**src/design/hsvrgb_pkg.sv**
```systemverilog
// Shared types and constants for the full-value HSV to RGB converter.
// No dependencies; used by hsv_to_rgb_full_value.
package hsvrgb_pkg;

	localparam int unsigned HUE_W   = 9;
	localparam int unsigned SAT_W   = 7;
	localparam int unsigned LEVEL_W = 8;

	// Channel numerator range is 0..6000 over the common denominator 6000
	localparam int unsigned NUMER_W = 13;
	localparam logic [NUMER_W-1:0] NUMER_FULL = 13'd6000;

	localparam logic [HUE_W-1:0]   HUE_WRAP = 9'd360;
	localparam logic [SAT_W-1:0]   SAT_MAX  = 7'd100;
	localparam logic [LEVEL_W-1:0] LEVEL_FULL = 8'd255;

	// level = floor((51*L + 600) / 1200) = floor(floor((51*L + 600) / 16) / 75)
	// floor(y / 75) = (y * 27963) >> 21, exact for y < 28727
	localparam int unsigned SCALED_W = 19;
	localparam int unsigned QUOT_W   = 15;
	localparam int unsigned RECIP_W  = 15;
	localparam int unsigned RECIP_SH = 21;
	localparam logic [RECIP_W-1:0] RECIP_75 = 15'd27963;

	typedef struct packed {
		logic [HUE_W-1:0] hue_degrees;
		logic [SAT_W-1:0] saturation_percent;
	} hsv_t;

	typedef struct packed {
		logic [LEVEL_W-1:0] red_level;
		logic [LEVEL_W-1:0] green_level;
		logic [LEVEL_W-1:0] blue_level;
	} rgb_t;

endpackage

```
**src/design/hsv_to_rgb_full_value.sv**
```systemverilog
// Each accepted hsv transfer is registered through stages s1, s2, s3 and s4;
// rgb_valid is the s4 valid bit. Throughput: one transfer per cycle while
// rgb_ready is high; each of the four register stages advances when it is
// empty or its successor frees up, so bubbles collapse under stall.
// Reset: arst_n clears all stage valid bits asynchronously; the pipeline comes
// out of reset empty and ready. Data registers are not reset. Depends on hsvrgb_pkg.
module hsv_to_rgb_full_value (
	input  logic              clk,
	input  logic              arst_n,
	input  logic              hsv_valid,
	output logic              hsv_ready,
	input  hsvrgb_pkg::hsv_t  hsv,
	output logic              rgb_valid,
	input  logic              rgb_ready,
	output hsvrgb_pkg::rgb_t  rgb
);

	// Hue sector: which channel is full, which ramps, which sits at the floor
	typedef enum logic [2:0] {
		SEC_RED_GRN  = 3'd0,  // R full, G ramp, B floor
		SEC_GRN_RED  = 3'd1,  // G full, R ramp, B floor
		SEC_GRN_BLU  = 3'd2,  // G full, B ramp, R floor
		SEC_BLU_GRN  = 3'd3,  // B full, G ramp, R floor
		SEC_BLU_RED  = 3'd4,  // B full, R ramp, G floor
		SEC_RED_BLU  = 3'd5   // R full, B ramp, G floor
	} sector_t;

	// ---------------------------------------------------------------------
	// Flow control: a stage loads when it is empty or its data moves on.
	// ---------------------------------------------------------------------
	logic valid_s1, valid_s2, valid_s3, valid_s4;
	logic adv_s1, adv_s2, adv_s3, adv_s4;

	assign adv_s4    = !valid_s4 || rgb_ready;
	assign adv_s3    = !valid_s3 || adv_s4;
	assign adv_s2    = !valid_s2 || adv_s3;
	assign adv_s1    = !valid_s1 || adv_s2;
	assign hsv_ready = adv_s1;
	assign rgb_valid = valid_s4;

	always_ff @(posedge clk or negedge arst_n) begin
		if (!arst_n) begin
			valid_s1 <= 1'b0;
			valid_s2 <= 1'b0;
			valid_s3 <= 1'b0;
			valid_s4 <= 1'b0;
		end else begin
			if (adv_s1) valid_s1 <= hsv_valid;
			if (adv_s2) valid_s2 <= valid_s1;
			if (adv_s3) valid_s3 <= valid_s2;
			if (adv_s4) valid_s4 <= valid_s3;
		end
	end

	// ---------------------------------------------------------------------
	// Stage 1: wrap hue, clamp saturation, find sector and the distance
	// d = |(hue mod 120) - 60| from the sector-pair midpoint.
	// ---------------------------------------------------------------------
	logic [hsvrgb_pkg::HUE_W-1:0] hue_wrap;
	logic [hsvrgb_pkg::HUE_W-1:0] hue_m120;
	logic [hsvrgb_pkg::SAT_W-1:0] sat_clamp;
	logic [5:0]                   hue_dist;
	sector_t                      sector;

	always_comb begin
		hue_wrap = (hsv.hue_degrees >= hsvrgb_pkg::HUE_WRAP)
			? hsv.hue_degrees - hsvrgb_pkg::HUE_WRAP : hsv.hue_degrees;
		sat_clamp = (hsv.saturation_percent > hsvrgb_pkg::SAT_MAX)
			? hsvrgb_pkg::SAT_MAX : hsv.saturation_percent;

		if (hue_wrap < 9'd60)       sector = SEC_RED_GRN;
		else if (hue_wrap < 9'd120) sector = SEC_GRN_RED;
		else if (hue_wrap < 9'd180) sector = SEC_GRN_BLU;
		else if (hue_wrap < 9'd240) sector = SEC_BLU_GRN;
		else if (hue_wrap < 9'd300) sector = SEC_BLU_RED;
		else                        sector = SEC_RED_BLU;

		if (hue_wrap >= 9'd240)      hue_m120 = hue_wrap - 9'd240;
		else if (hue_wrap >= 9'd120) hue_m120 = hue_wrap - 9'd120;
		else                         hue_m120 = hue_wrap;

		hue_dist = (hue_m120 >= 9'd60) ? 6'(hue_m120 - 9'd60) : 6'(9'd60 - hue_m120);
	end

	sector_t                      sector_s1;
	logic [hsvrgb_pkg::SAT_W-1:0] sat_s1;
	logic [5:0]                   hue_dist_s1;

	always_ff @(posedge clk) begin
		if (adv_s1 && hsv_valid) begin
			sector_s1   <= sector;
			sat_s1      <= sat_clamp;
			hue_dist_s1 <= hue_dist;
		end
	end

	// ---------------------------------------------------------------------
	// Stage 2: channel numerators over 6000 for the ramp and floor channels.
	// ---------------------------------------------------------------------
	logic [hsvrgb_pkg::NUMER_W-1:0] ramp_prod;
	logic [hsvrgb_pkg::NUMER_W-1:0] low_prod;

	assign ramp_prod = hsvrgb_pkg::NUMER_W'(sat_s1) * hsvrgb_pkg::NUMER_W'(hue_dist_s1);
	assign low_prod  = hsvrgb_pkg::NUMER_W'(sat_s1) * 13'd60;

	sector_t                        sector_s2;
	logic [hsvrgb_pkg::NUMER_W-1:0] ramp_s2;
	logic [hsvrgb_pkg::NUMER_W-1:0] low_s2;

	always_ff @(posedge clk) begin
		if (adv_s2 && valid_s1) begin
			sector_s2 <= sector_s1;
			ramp_s2   <= hsvrgb_pkg::NUMER_FULL - ramp_prod;
			low_s2    <= hsvrgb_pkg::NUMER_FULL - low_prod;
		end
	end

	// ---------------------------------------------------------------------
	// Stage 3: scale by 51 and add the half-up bias, then drop the power-of-two
	// part (16) of the 1200 divisor.
	// ---------------------------------------------------------------------
	logic [hsvrgb_pkg::SCALED_W-1:0] ramp_scaled;
	logic [hsvrgb_pkg::SCALED_W-1:0] low_scaled;

	assign ramp_scaled = hsvrgb_pkg::SCALED_W'(ramp_s2) * 19'd51 + 19'd600;
	assign low_scaled  = hsvrgb_pkg::SCALED_W'(low_s2) * 19'd51 + 19'd600;

	sector_t                       sector_s3;
	logic [hsvrgb_pkg::QUOT_W-1:0] ramp_s3;
	logic [hsvrgb_pkg::QUOT_W-1:0] low_s3;

	always_ff @(posedge clk) begin
		if (adv_s3 && valid_s2) begin
			sector_s3 <= sector_s2;
			ramp_s3   <= ramp_scaled[hsvrgb_pkg::SCALED_W-1:4];
			low_s3    <= low_scaled[hsvrgb_pkg::SCALED_W-1:4];
		end
	end

	// ---------------------------------------------------------------------
	// Stage 4: divide by 75 through the reciprocal, then route the three
	// levels to red, green and blue by sector.
	// ---------------------------------------------------------------------
	localparam int unsigned PROD_W = hsvrgb_pkg::QUOT_W + hsvrgb_pkg::RECIP_W;
	localparam int unsigned LVL_LO = hsvrgb_pkg::RECIP_SH;
	localparam int unsigned LVL_HI = hsvrgb_pkg::RECIP_SH + hsvrgb_pkg::LEVEL_W - 1;

	logic [PROD_W-1:0]              ramp_mul;
	logic [PROD_W-1:0]              low_mul;
	logic [hsvrgb_pkg::LEVEL_W-1:0] ramp_lvl;
	logic [hsvrgb_pkg::LEVEL_W-1:0] low_lvl;
	hsvrgb_pkg::rgb_t               rgb_next;

	assign ramp_mul = PROD_W'(ramp_s3) * PROD_W'(hsvrgb_pkg::RECIP_75);
	assign low_mul  = PROD_W'(low_s3) * PROD_W'(hsvrgb_pkg::RECIP_75);
	assign ramp_lvl = ramp_mul[LVL_HI:LVL_LO];
	assign low_lvl  = low_mul[LVL_HI:LVL_LO];

	always_comb begin
		case (sector_s3)
			SEC_RED_GRN: begin
				rgb_next = '{hsvrgb_pkg::LEVEL_FULL, ramp_lvl, low_lvl};
			end
			SEC_GRN_RED: begin
				rgb_next = '{ramp_lvl, hsvrgb_pkg::LEVEL_FULL, low_lvl};
			end
			SEC_GRN_BLU: begin
				rgb_next = '{low_lvl, hsvrgb_pkg::LEVEL_FULL, ramp_lvl};
			end
			SEC_BLU_GRN: begin
				rgb_next = '{low_lvl, ramp_lvl, hsvrgb_pkg::LEVEL_FULL};
			end
			SEC_BLU_RED: begin
				rgb_next = '{ramp_lvl, low_lvl, hsvrgb_pkg::LEVEL_FULL};
			end
			default: begin
				rgb_next = '{hsvrgb_pkg::LEVEL_FULL, low_lvl, ramp_lvl};
			end
		endcase
	end

	// Hold the result while the consumer stalls
	always_ff @(posedge clk) begin
		if (adv_s4 && valid_s3) begin
			rgb <= rgb_next;
		end
	end

endmodule

```
**config.mk**
```make
export PLATFORM = sky130hd
export DESIGN_NAME = hsv_to_rgb_full_value
export DESIGN_NICKNAME = d
export VERILOG_FILES = /design/src/design/hsvrgb_pkg.sv /design/src/design/hsv_to_rgb_full_value.sv
export SDC_FILE = /design/constraint.sdc
export NUM_CORES = 1
export LEC_CHECK = 0
export ABC_AREA = 1
export BUFFER_PORTS_ARGS = -buffer_cell sky130_fd_sc_hd__buf_2
export CAP_MARGIN = 0
export CORE_MARGIN = 1.5
export CORE_UTILIZATION = 55
export DETAILED_ROUTE_END_ITERATION = 8
export PLACE_DENSITY_LB_ADDON = 0.08
export REMOVE_ABC_BUFFERS = 1
export SETUP_SLACK_MARGIN = 0.3
export SYNTH_ARGS = -nofsm -noshare
export SYNTH_HDL_FRONTEND = slang
export SYNTH_SLANG_ARGS = --single-unit
```
**constraint.sdc**
```tcl
create_clock -name clk -period 4.9 [get_ports clk]
set_input_delay 0.735 -clock clk [delete_from_list [all_inputs] [get_ports clk]]
set_output_delay 0.735 -clock clk [all_outputs]
set_load 0.02 [all_outputs]
```
After elaboration in Yosys (flattened, before gate mapping)
Index checks and enable logic that the tools add are counted.
{ "totals": {"register_bits": 106, "inputBits": 20, "output_inout_bits": 26, "word_cells": 71} }
{ "classes": {"addsub": 9, "mul": 6, "magnitude_cmp": 10, "eq_ne": 4, "mux": 9, "n_reduce_logical": 15} }
{ "op_table": {"columns": ["cell", "count"], "rows": [
  ["$pmux W24 S5", 1],
  ["$mul A15 B15 Y29 const B", 2],
  ["$add A19 B10 Y19 const B", 2],
  ["$mul A13 B6 Y19 const B", 2],
  ["$mux W9", 3],
  ["$sub A13 B13 Y13 const A", 2],
  ["$lt A9 B8 Y1 const B", 2],
  ["$mul A7 B6 Y13", 1],
  ["$mul A7 B4 Y11 const B", 1],
  ["$ge A9 B6 Y1 const B", 1],
  ["$ge A9 B7 Y1 const B", 1],
  ["$ge A9 B8 Y1 const B", 1],
  ["$ge A9 B9 Y1 const B", 1],
  ["$lt A9 B6 Y1 const B", 1],
  ["$lt A9 B7 Y1 const B", 1],
  ["$lt A9 B9 Y1 const B", 1],
  ["$sub A9 B7 Y9 const B", 1],
  ["$sub A9 B8 Y9 const B", 1],
  ["$sub A9 B9 Y9 const B", 1],
  ["$gt A7 B7 Y1 const B", 1],
  ["$eq A3 B2 Y1 const B", 2],
  ["$mux W6", 1],
  ["$sub A6 B6 Y6 const A", 1],
  ["$sub A6 B6 Y6 const B", 1],
  ["10 further kinds", 21]
]} }

Logic depth before layout (Yosys ltp)
Gate-level depths: netlist of run 1.
{ "logic_depth": {"depth_word": 7, "ltp_mapped": 25, "ltp_nobuf": 25} }

Worst setup path after synthesis of run 1
Ideal clock, no wire load.
{ "synth_path": {"path_kind": "register to register", "start": "reg ramp_s3[12] (netlist name)", "end": "reg rgb[7] (netlist name), data pin", "setup_time_ns": 0.261, "arrival_ns": 5.160, "required_ns": 4.639, "path_slack_ns": -0.521, "path_stages_with_launch": 21, "n_path_buf": 0, "synth_period_minus_slack_ns": 5.421, "cell_sequence": "edfxtp_1 inv_1 fa_1 fa_1 inv_1 fa_1 fa_1 fa_1 inv_1 fa_1 inv_1 ha_1 a21oi_1 o21ai_0 a21oi_1 nand3_1 a21boi_0 o21ai_0 xor2_1 nand2_1 nand3_1"} }
{ "synth_rtl": {"columns": ["element", "line_no", "source"], "rows": [
  ["start: declaration", "hsv_to_rgb_full_value.sv:129", "logic [hsvrgb_pkg::QUOT_W-1:0] ramp_s3;"],
  ["start signal: assignment", "hsv_to_rgb_full_value.sv:135", "ramp_s3 <= ramp_scaled[hsvrgb_pkg::SCALED_W-1:4];"],
  ["end signal: assignment", "hsv_to_rgb_full_value.sv:185", "rgb <= rgb_next;"],
  ["end: declaration", "hsv_to_rgb_full_value.sv:15", "output hsvrgb_pkg::rgb_t rgb"]
]} }

==> metrics, run 1 <==
count of final hold-check violations 0; Critical Path AT 5.39 ns; grt ovf 0; Layout Cells excl Fill approximately 2600; reg-to-reg endpoint rgb[10]; final core occ 65.49%; top-count cell post-synth inv_1; I/O pin cnt 46; Cells after Synth 1930; Total Routing Usage GR a little under a quarter; via count 12970; Seq/Total Area, Yosys 16.98%; Hold Path Class in -> async; CP endpoint kind register; clock latency on the worst-skew pair 0.38 ns; Final ANT Viol Nets 0; total wire length 37.40 mm; worst-margin pin slew 1.032 ns; First-pass DRT Iterations 5; crit path time final 5.285 ns; Syn Area/Cell between 9 and 10 um^2; internal reg-to-reg setup slack -0.39 ns; DR vias/cell 4.985; final net count 2784; dpl cells 2571; Critical R2R Launch ramp_s3[4]; top post-synthesis cells by area ha_1 (26%), fa_1 (25%), edfxtp_1 (16%); RePlAce Congestion 0.9242; Hold Buf Count CTS 0; status finished with violations; Clock transition at path regs roughly 0.080 ns; H-tree depth 3; asr flop ratio synth 3.846%; # setup viols final 24; yosys warns 0; n_diodes 0; I/O Buffers 45; post-synth top area share 26.16%; Die Height about 190 um; critical path class reg -> reg; worst rel slew slack 31.14%; area leader, netlist ha_1; WL/cell between 10 and 15 um; row cnt 66; max frequency 0.1892 GHz; Clock Sinks 104; residual DRC count 0; Worst R2R Path Depth 19; Post-synth EDFFs 100; skew final about 0.013 ns; Post-DP HPWL 32.49 mm; Die Area 34330 um^2; largest net degree at the start of global routing 34; Crit Path Max Fanout 3; Final Max Slew Viols 0; CTS buffer count 9; first-pass GRT wire length 62.18 mm; Max Cap Viol 0; failing checks negative setup slack; Die Span X 185.3 um; WHS 0.1502 ns; antenna violations before repair 0; Area growth syn-to-layout 16.91%; Post-synth top flop edfxtp_1; crit path to rgb[10]; Cell Area, Synth 18270 um^2; synthesized flop and latch total 104; Commonest cells post-synth inv_1 (512), ha_1 (382), fa_1 (228), nand2_1 (221), edfxtp_1 (100); initial core utilization 56.02%; count of cell types in the netlist 40; Final Cycle Share 107.9%; Req. time, crit path around 5.0 ns; CTS tree built; CTS Buffer Depth 2; RSZ-0062 raised after global routing true; clk root buf clkbuf_16; Worst Setup SP ramp_s3[4]; setup ws final -0.3854 ns; share of cells above drive strength 1 around 17%; via count of the first global-routing pass 13270; CP startpoint kind register; core box area 32620 um^2; Starting DRT DRC Count 376
[area by class of cell]
class	instances	area (um^2)
Clock inverter	7	75.07
Tap cell	442	553.0
Inverter	518	1944
Clock buffer	9	225.2
Multi-Input combinational cell	1302	13890
Sequential cell	104	3103
Fill cell	2663	11260
Timing Repair Buffer	219	1573
[critical path, cell delays in order, from the launching register on]
cell and delay (ns):
edfxtp_1 0.46, buf_4 0.17, buf_4 0.13, ha_1 0.29, ha_1 0.34, inv_1 0.07
fa_1 0.49, inv_1 0.06, fa_2 0.57, fa_1 0.45, fa_1 0.61, ha_4 0.23
a21oi_4 0.15, o21ai_2 0.07, a21oi_2 0.13, nand3_2 0.13, a21oi_4 0.23, buf_6 0.13
xor2_2 0.19, o221ai_1 0.14
[routing by layer]
layer | GRT usage, % | up-vias | routed length (um)
li1 | - | 6552 | -
met1 | 29.94 | 6201 | 17240
met2 | 41.35 | 181 | 18650
met3 | 2.182 | 31 | 892
met4 | 5.854 | 0 | 615
met5 | 0 | - | 0
[cells by family (layout without fill, tap and decap cells)]
logic type | after synthesis | in the layout | synth area share (%)
fa+ha+maj | 610 | 610 | 51.14
buf+inv | 524 | 753 | 10.77
simple gates | 373 | 373 | 8.909
compound gates | 195 | 195 | 6.218
xor+xnor | 124 | 124 | 5.985
flops | 104 | 104 | 16.98
[how the worst min path moves through the flow]
stage                      start  cells after the start  slack [ns]           end
floorplan           sector_s1[0]                      0        0.40  sector_s2[0]
finish                    arst_n                      1        0.15      valid_s2
global route              arst_n                      1        0.14      valid_s2
detailed placement  sector_s1[1]                      0        0.40  sector_s2[1]
CTS                       arst_n                      1        0.13      valid_s2
global placement    sector_s2[2]                      0        0.40  sector_s3[2]
[sequential cells by signal, indices dropped and copies added (netlist names)]
signal / flops
rgb: 24
hue_dist_s1: 6
valid_s3: 1
sector_s3: 3
sector_s1: 3
valid_s2: 1
low_s2: 11
valid_s1: 1
rgb_valid: 1
ramp_s2: 13
sector_s2: 3
ramp_s3: 15
sat_s1: 7
low_s3: 15
[placed cells by master, fill, tap and decap left out, drive strengths merged, types with 50 or more instances in the layout]
cell    instances
inv           519
ha            382
nand2         237
fa            228
buf           219
edfxtp        100
a21oi          90
xor2           85
nor2           56
nand3          50
[per-stage QoR]
step | setup slack, ns | cell area (um^2) | TNS (ns)
3_5_place_dp | -0.7168 | 20230 | -14.62
6_report | -0.3854 | 21360 | -7.968
3_3_place_gp | -0.6263 | 20230 | -12.68
2_1_floorplan | -0.5211 | 18250 | -8.677
5_1_grt | -0.6621 | 21360 | -13.71
4_1_cts | -0.4206 | 20980 | -8.664
[repair_timing]
item | in CTS | in global routing
buffers inserted | 4 | 10
gates resized for setup | 100 | 59
pin swaps | 74 | 50
endpoints found under the setup margin | 24 | 26
Power of run 1 is left out: the tool's default activity adds up to more than one toggle a clock period on the data nets, which glitch-free logic cannot reach.
==> run 2: changes to the inputs <==
CORE_MARGIN = 2   (was 1.5)
PLACE_DENSITY = 0.74   (was default)
PLACE_DENSITY_LB_ADDON = default   (was 0.08)
==> run 2 against run 1 <==
Against the previous run:
- the flow still finishes with violations (negative setup slack)
- final area decreased by 0.85%
- core utilization decreased by 0.56 points
- highest routed layer unchanged
- count of clock-buffer cells in the layout unchanged
- final cell count about the same
==> metrics, run 2 (synthesis results as in run 1) <==
status finished with violations; failing checks negative setup slack; WL/cell 14.71 um (+2.3%); antenna violations before repair 0 (unchanged); Max Cap Viol 0 (unchanged); Final Max Slew Viols 0 (unchanged); delay-heaviest family, CP adder cells; Top reg by flops rgb; number of flip-flops in the largest register 24 (unchanged); via count of the first global-routing pass 14010 (+5.6%); n_diodes 0 (unchanged); I/O Buffers 45 (unchanged); Final Cycle Share 110.0% (+2.1 points); count of final hold-check violations 0 (unchanged); First-pass DRT Iterations 7 (+2); share of cells above drive strength 1 16.96% (-0.50 points); Slowest cell on crit path fa_1; CP endpoint kind register; setup ws final -0.4882 ns (-0.1028 ns); Area growth syn-to-layout 15.91%; total wire length 38.24 mm (+2.3%); core box area 32620 um^2 (unchanged); clk root buf clkbuf_16; Fin Setup TNS -10.28 ns (-2.314 ns); row cnt 66 (unchanged); RePlAce Congestion 0.9204 (-0.41%); CP startpoint kind register; Crit path largest cell delay 0.54 ns (-0.07 ns); clock latency on the worst-skew pair 0.37 ns (about the same); cell mode on critical path fa_1; RSZ-0062 raised after global routing true; Post-DP HPWL 33.28 mm (+2.4%); first-pass GRT wire length 64.95 mm (+4.5%); worst-margin pin slew 1.233 ns (+0.2010 ns); WHS 0.1801 ns (+0.02986 ns); Die Area 34700 um^2 (+1.1%); internal reg-to-reg setup slack -0.49 ns (-0.10 ns); Worst R2R Path Depth 24 (+5); max frequency 0.1856 GHz (-1.9%); Clock Sinks 104 (unchanged); DR vias/cell 5.080 (+1.9%); Die Span X 186.3 um (+0.54%); Starting DRT DRC Count 626 (+66%); via count 13210 (+1.9%); reg-to-reg endpoint rgb[3]; Clock transition at path regs 0.08 ns (about the same); Critical Path AT 5.48 ns (+0.09 ns); Total Routing Usage GR 23.53% (+0.42 points); CTS tree built; skew final 0.009796 ns (-0.003111 ns); crit path time final 5.388 ns (+0.1028 ns); largest net degree at the start of global routing 34 (unchanged); Req. time, crit path 4.99 ns (-0.02 ns); H-tree depth 3 (unchanged); CP Depth 24 (+5); Critical R2R Launch low_s3[11]; Final ANT Viol Nets 0 (unchanged); biggest regs rgb x24, low_s3 x15, ramp_s3 x15; grt ovf 0 (unchanged); worst rel slew slack 17.52% (-14 points); residual DRC count 0 (unchanged); I/O pin cnt 46 (unchanged); final net count 2783 (-0.036%); Crit Path Max Fanout 4 (+1); CTS Buffer Depth 2 (unchanged); critical path class reg -> reg; # setup viols final 24 (unchanged); Die Height 186.3 um (+0.54%); most common cell after layout, fill and taps aside inv_1; most frequent cells in the layout inv_1 (480), ha_1 (362), fa_1 (220); crit path cell chain buf_6, buf_6, ha_4, inv_2, fa_1, inv_2, ha_4, inv_1, fa_1, inv_1, fa_1, inv_1, fa_1, inv_2, ha_4, a21oi_1, o21ai_1, o21ai_1, nand3_1, a21boi_1, buf_4, buf_12, xor2_4, o221ai_1; CTS buffer count 9 (unchanged); initial core utilization 56.02% (unchanged); CP bufs+invs 10 (+5); Hold Path Class in -> async
[run 2: cell count changes in the layout (fill, tap and decap cells not counted), moves of 4 or more]
cell / delta
o21ai_1: +8
o21ai_2: -7
buf_6: -6
a21oi_2: +5
xor2_2: -5
buf_4: +4
inv_1: -4
inv_2: +4
xor2_1: +4
[run 2: worst max-delay path by stage]
| stage | start | to | slack, ns |
|---|---|---|---|
| 6_report | low_s3[11] | rgb[3] | -0.49 |
| 5_1_grt | low_s3[4] | rgb[21] | -0.71 |
| 4_1_cts | ramp_s3[9] | rgb[6] | -0.43 |
| 3_5_place_dp | ramp_s3[11] | rgb[7] | -0.75 |
| 3_3_place_gp | ramp_s3[11] | rgb[7] | -0.64 |
| 2_1_floorplan | ramp_s3[12] | rgb[7] | -0.52 |
[run 2: repair_timing]
action,in CTS,in global routing
cloned,0,0
hold buffers,0,0
buffers inserted,11,10
resized for setup,98,39
pin swaps,66,23
endpoints found under the setup margin,24,26
hold endpoints to repair,0,0
[run 2: metal layers]
metal,global-route usage (%),up-vias,share of wire [%]
met5,0,-,0
met4,5.386,0,1.6
met3,2.648,48,3.7
met2,43.11,251,51
met1,29.85,6375,43
li1,-,6534,-
[run 2: worst reg2reg max path, delay by kind of cell, from the launching register on]
kind	cells	cell delay, ns
compound gates	5	0.67
flops	1	0.42
buf+inv	10	0.83
fa+ha+maj	7	2.84
simple gates	1	0.14
xor+xnor	1	0.17
[run 2: area by class of cell]
cell class                 instances  area, um^2
multi-input combinational       1302       13730
fill                            2571       11440
sequential                       104        3103
inverter                         518        1944
timing repair buffer             218        1555
tap                              442       553.0
clock buffer                       9       225.2
clock inverter                     7       67.56
[run 2: per-stage QoR]
| step | area [um^2] | util [%] | setup WS [ns] | instances |
|---|---|---|---|---|
| finish | 21180 | 64.93 | -0.4882 | 2600 |
| global route | 21180 | 64.93 | -0.7053 | 2600 |
| CTS | 20920 | 64.12 | -0.4250 | 2590 |
| detailed placement | 20170 | 61.84 | -0.7494 | 2563 |
| global placement | 20170 | 61.84 | -0.6446 | 2563 |
| floorplan | 18250 | - | -0.5211 | 1924 |
Power of run 2 is left out for the same reason.
==> run 3: changes to the inputs <==
ABC_AREA = default   (was 1)
CORE_ASPECT_RATIO = 0.75   (was default)
==> run 3 against run 2 <==
Against the previous run:
- the run still ends with negative setup slack left
- worst hold slack lost 0.027 ns
- critical path type unchanged
- register-to-register slack got worse by 0.58 ns
- first-iteration DRC count up 23%
- critical endpoint is now rgb[15]
- clock skew fell by 0.0039 ns
- sequential cell count is the same
- routed wire length increased by 4.4%
- setup slack worse by 0.58 ns
- critical path depth down 2
- sequential share of layout area decreased by 0.077 points
- largest cell class unchanged
- synthesized cell count fell by 8.0%
- fmax is 9.7% lower
- core utilization grew 0.54 points
==> metrics, run 3 <==
status finished with violations; failing checks negative setup slack; critical path class reg -> reg; Die Area 34610 um^2 (-0.24%); Critical R2R Launch ramp_s3[11]; final core occ 65.47% (+0.54 points); Hold Path Class in -> async; most common cell after layout, fill and taps aside inv_1; area leader, netlist ha_1; via count of the first global-routing pass 13590 (-3.0%); CP startpoint kind register; Post-DP HPWL 34.02 mm (+2.2%); grt ovf 0 (unchanged); WL/cell 16.16 um (+9.8%); synthesized flop and latch total 104 (unchanged); Cells after Synth 1776 (-8.0%); number of flip-flops in the largest register 24 (unchanged); First-pass DRT Iterations 5 (-2); CTS Buffer Depth 2 (unchanged); crit path time final 5.967 ns (+0.5787 ns); initial core utilization 56.02% (about the same); post-synth top area share 26.23% (+0.075 points); I/O Buffers 45 (unchanged); clock latency on the worst-skew pair 0.37 ns (about the same); Die Height 161.6 um (-13%); max frequency 0.1676 GHz (-9.7%); H-tree depth 3 (unchanged); crit path to rgb[15]; Max Cap Viol 0 (unchanged); share of cells above drive strength 1 19.37% (+2.4 points); final net count 2654 (-4.6%); asr flop ratio synth 3.846% (unchanged); skew final 0.005935 ns (-0.003861 ns); count of final hold-check violations 0 (unchanged); Clock Sinks 104 (unchanged); Seq/Total Area, Yosys 17.03% (+0.049 points); RePlAce Congestion 0.9324 (+1.3%); DR vias/cell 5.262 (+3.6%); largest net degree at the start of global routing 34 (unchanged); internal reg-to-reg setup slack -1.07 ns (-0.58 ns); Post-synth top flop edfxtp_1; reg-to-reg endpoint rgb[15]; Total Routing Usage GR 23.86% (+0.33 points); worst-margin pin slew 1.258 ns (+0.02532 ns); core box area 32520 um^2 (-0.30%); fin area 21290 um^2 (+0.53%); Worst Setup SP ramp_s3[11]; Commonest cells post-synth inv_1 (426), ha_1 (382), fa_1 (228), edfxtp_1 (100), xnor2_1 (71); Clock transition at path regs 0.07 ns (about the same); Critical Path AT 6.03 ns (+0.55 ns); Cell Area, Synth 18220 um^2 (-0.29%); row cnt 57 (-14%); top post-synthesis cells by area ha_1 (26%), fa_1 (25%), edfxtp_1 (16%); Placement Cell Area 20220 um^2 (+0.22%); total wire length 39.94 mm (+4.4%); WHS 0.1531 ns (-0.02700 ns); CTS tree built; # setup viols final 24 (unchanged); Die Span X 214.2 um (+15%); Syn Area/Cell 10.26 um^2 (+8.4%); yosys warns 0 (unchanged); RSZ-0062 raised after global routing true; first-pass GRT wire length 65.92 mm (+1.5%); residual DRC count 0 (unchanged); Area growth syn-to-layout 16.85%; Top reg by flops rgb; setup ws final -1.067 ns (-0.5787 ns); biggest regs rgb x24, low_s3 x15, ramp_s3 x15; via count 13010 (-1.5%); most frequent cells in the layout inv_1 (403), ha_1 (369), fa_1 (222); Final Max Slew Viols 0 (unchanged); dpl cells 2419 (-5.6%); Starting DRT DRC Count 771 (+23%); Post-synth EDFFs 100 (unchanged); count of cell types in the netlist 81 (+100%); clk root buf clkbuf_16; Final Cycle Share 121.8% (+12 points); Crit Path Max Fanout 3 (-1); Final ANT Viol Nets 0 (unchanged); I/O pin cnt 46 (unchanged); antenna violations before repair 1 (+1); CTS buffer count 9 (unchanged); CP endpoint kind register; Hold Buf Count CTS 0 (unchanged); Layout Cells excl Fill 2472 (-4.9%); Worst R2R Path Depth 22 (-8.3%); worst rel slew slack 15.75% (-1.8 points); Req. time, crit path 4.97 ns (-0.02 ns); top-count cell post-synth inv_1
## run 3: cell types whose count changed in the layout (fill, tap and decap cells not counted), moves of 18 or more
cell and change:
xnor2_1 +30, buf_4 +34, nand3_1 -31, a21o_1 +18, and2_1 +49, a21oi_1 -33, nand2_1 -159, xor2_1 -43
inv_1 -77
## run 3: cells by family after synthesis
group	share of synthesized area (%)
AOI/OAI and AO/OA	9.463
xor gates and xnor gates	5.192
adders and majority gates	51.28
buffers and inverters	9.236
DFF	17.03
muxes	0.4395
and+or+nand+nor	7.355
## run 3: routing by layer
metal  wire (um)  vias up  track usage, %  share of wire (%)
li1            -     6338               -                  -
met1       18490     6321           32.59                 46
met2       18480      291           39.54                 46
met3        2106       57           4.388                5.3
met4         855        0           5.997                2.1
met5           0        -               0                  0
## run 3: critical path, cell delays in order (launching register included)
cell and delay, ns:
edfxtp_1 0.36, inv_2 0.05, buf_4 0.13, buf_4 0.12
buf_4 0.13, fa_1 0.54, inv_1 0.04, ha_1 0.29
fa_1 0.49, fa_2 0.59, fa_1 0.42, ha_1 0.33
ha_1 0.32, nand3_1 0.09, nand2_1 0.06, a2111oi_2 0.35
buf_4 0.17, a21oi_2 0.05, o2111a_2 0.30, o41a_1 0.37
o21a_1 0.24, nor2_2 0.12, a22oi_1 0.10
## run 3: worst min path at each step
stage | slack [ns] | cells after the start | to
after floorplan | 0.40 | 0 | sector_s2[0]
after global placement | 0.41 | 0 | sector_s3[1]
after detailed placement | 0.41 | 0 | sector_s3[0]
after CTS | 0.14 | 1 | valid_s3
after global routing | 0.13 | 1 | valid_s3
final | 0.15 | 1 | valid_s1
## run 3: per-stage QoR
stage | setup slack, ns | setup TNS [ns]
global placement | -1.268 | -23.44
detailed placement | -1.416 | -26.13
global route | -1.287 | -26.99
finish | -1.067 | -22.02
floorplan | -1.188 | -20.03
CTS | -1.068 | -21.12
## run 3: what timing repair did
action,CTS,global route
setup buffers,22,14
pin swaps,70,53
setup endpoints to repair,25,33
gates resized for setup,60,69
gates cloned,0,0
## run 3: layout make-up
| class | instances | area (um^2) |
|---|---|---|
| diodes | 1 | 2.502 |
| clock buffers | 9 | 225.2 |
| clock inverters | 7 | 62.56 |
| fillers | 2485 | 11230 |
| inverters | 426 | 1602 |
| multi-input cells | 1229 | 13920 |
| flip-flops and latches | 104 | 3103 |
| well taps | 442 | 553.0 |
| repair buffers | 254 | 1824 |
Power of run 3 is left out for the same reason.
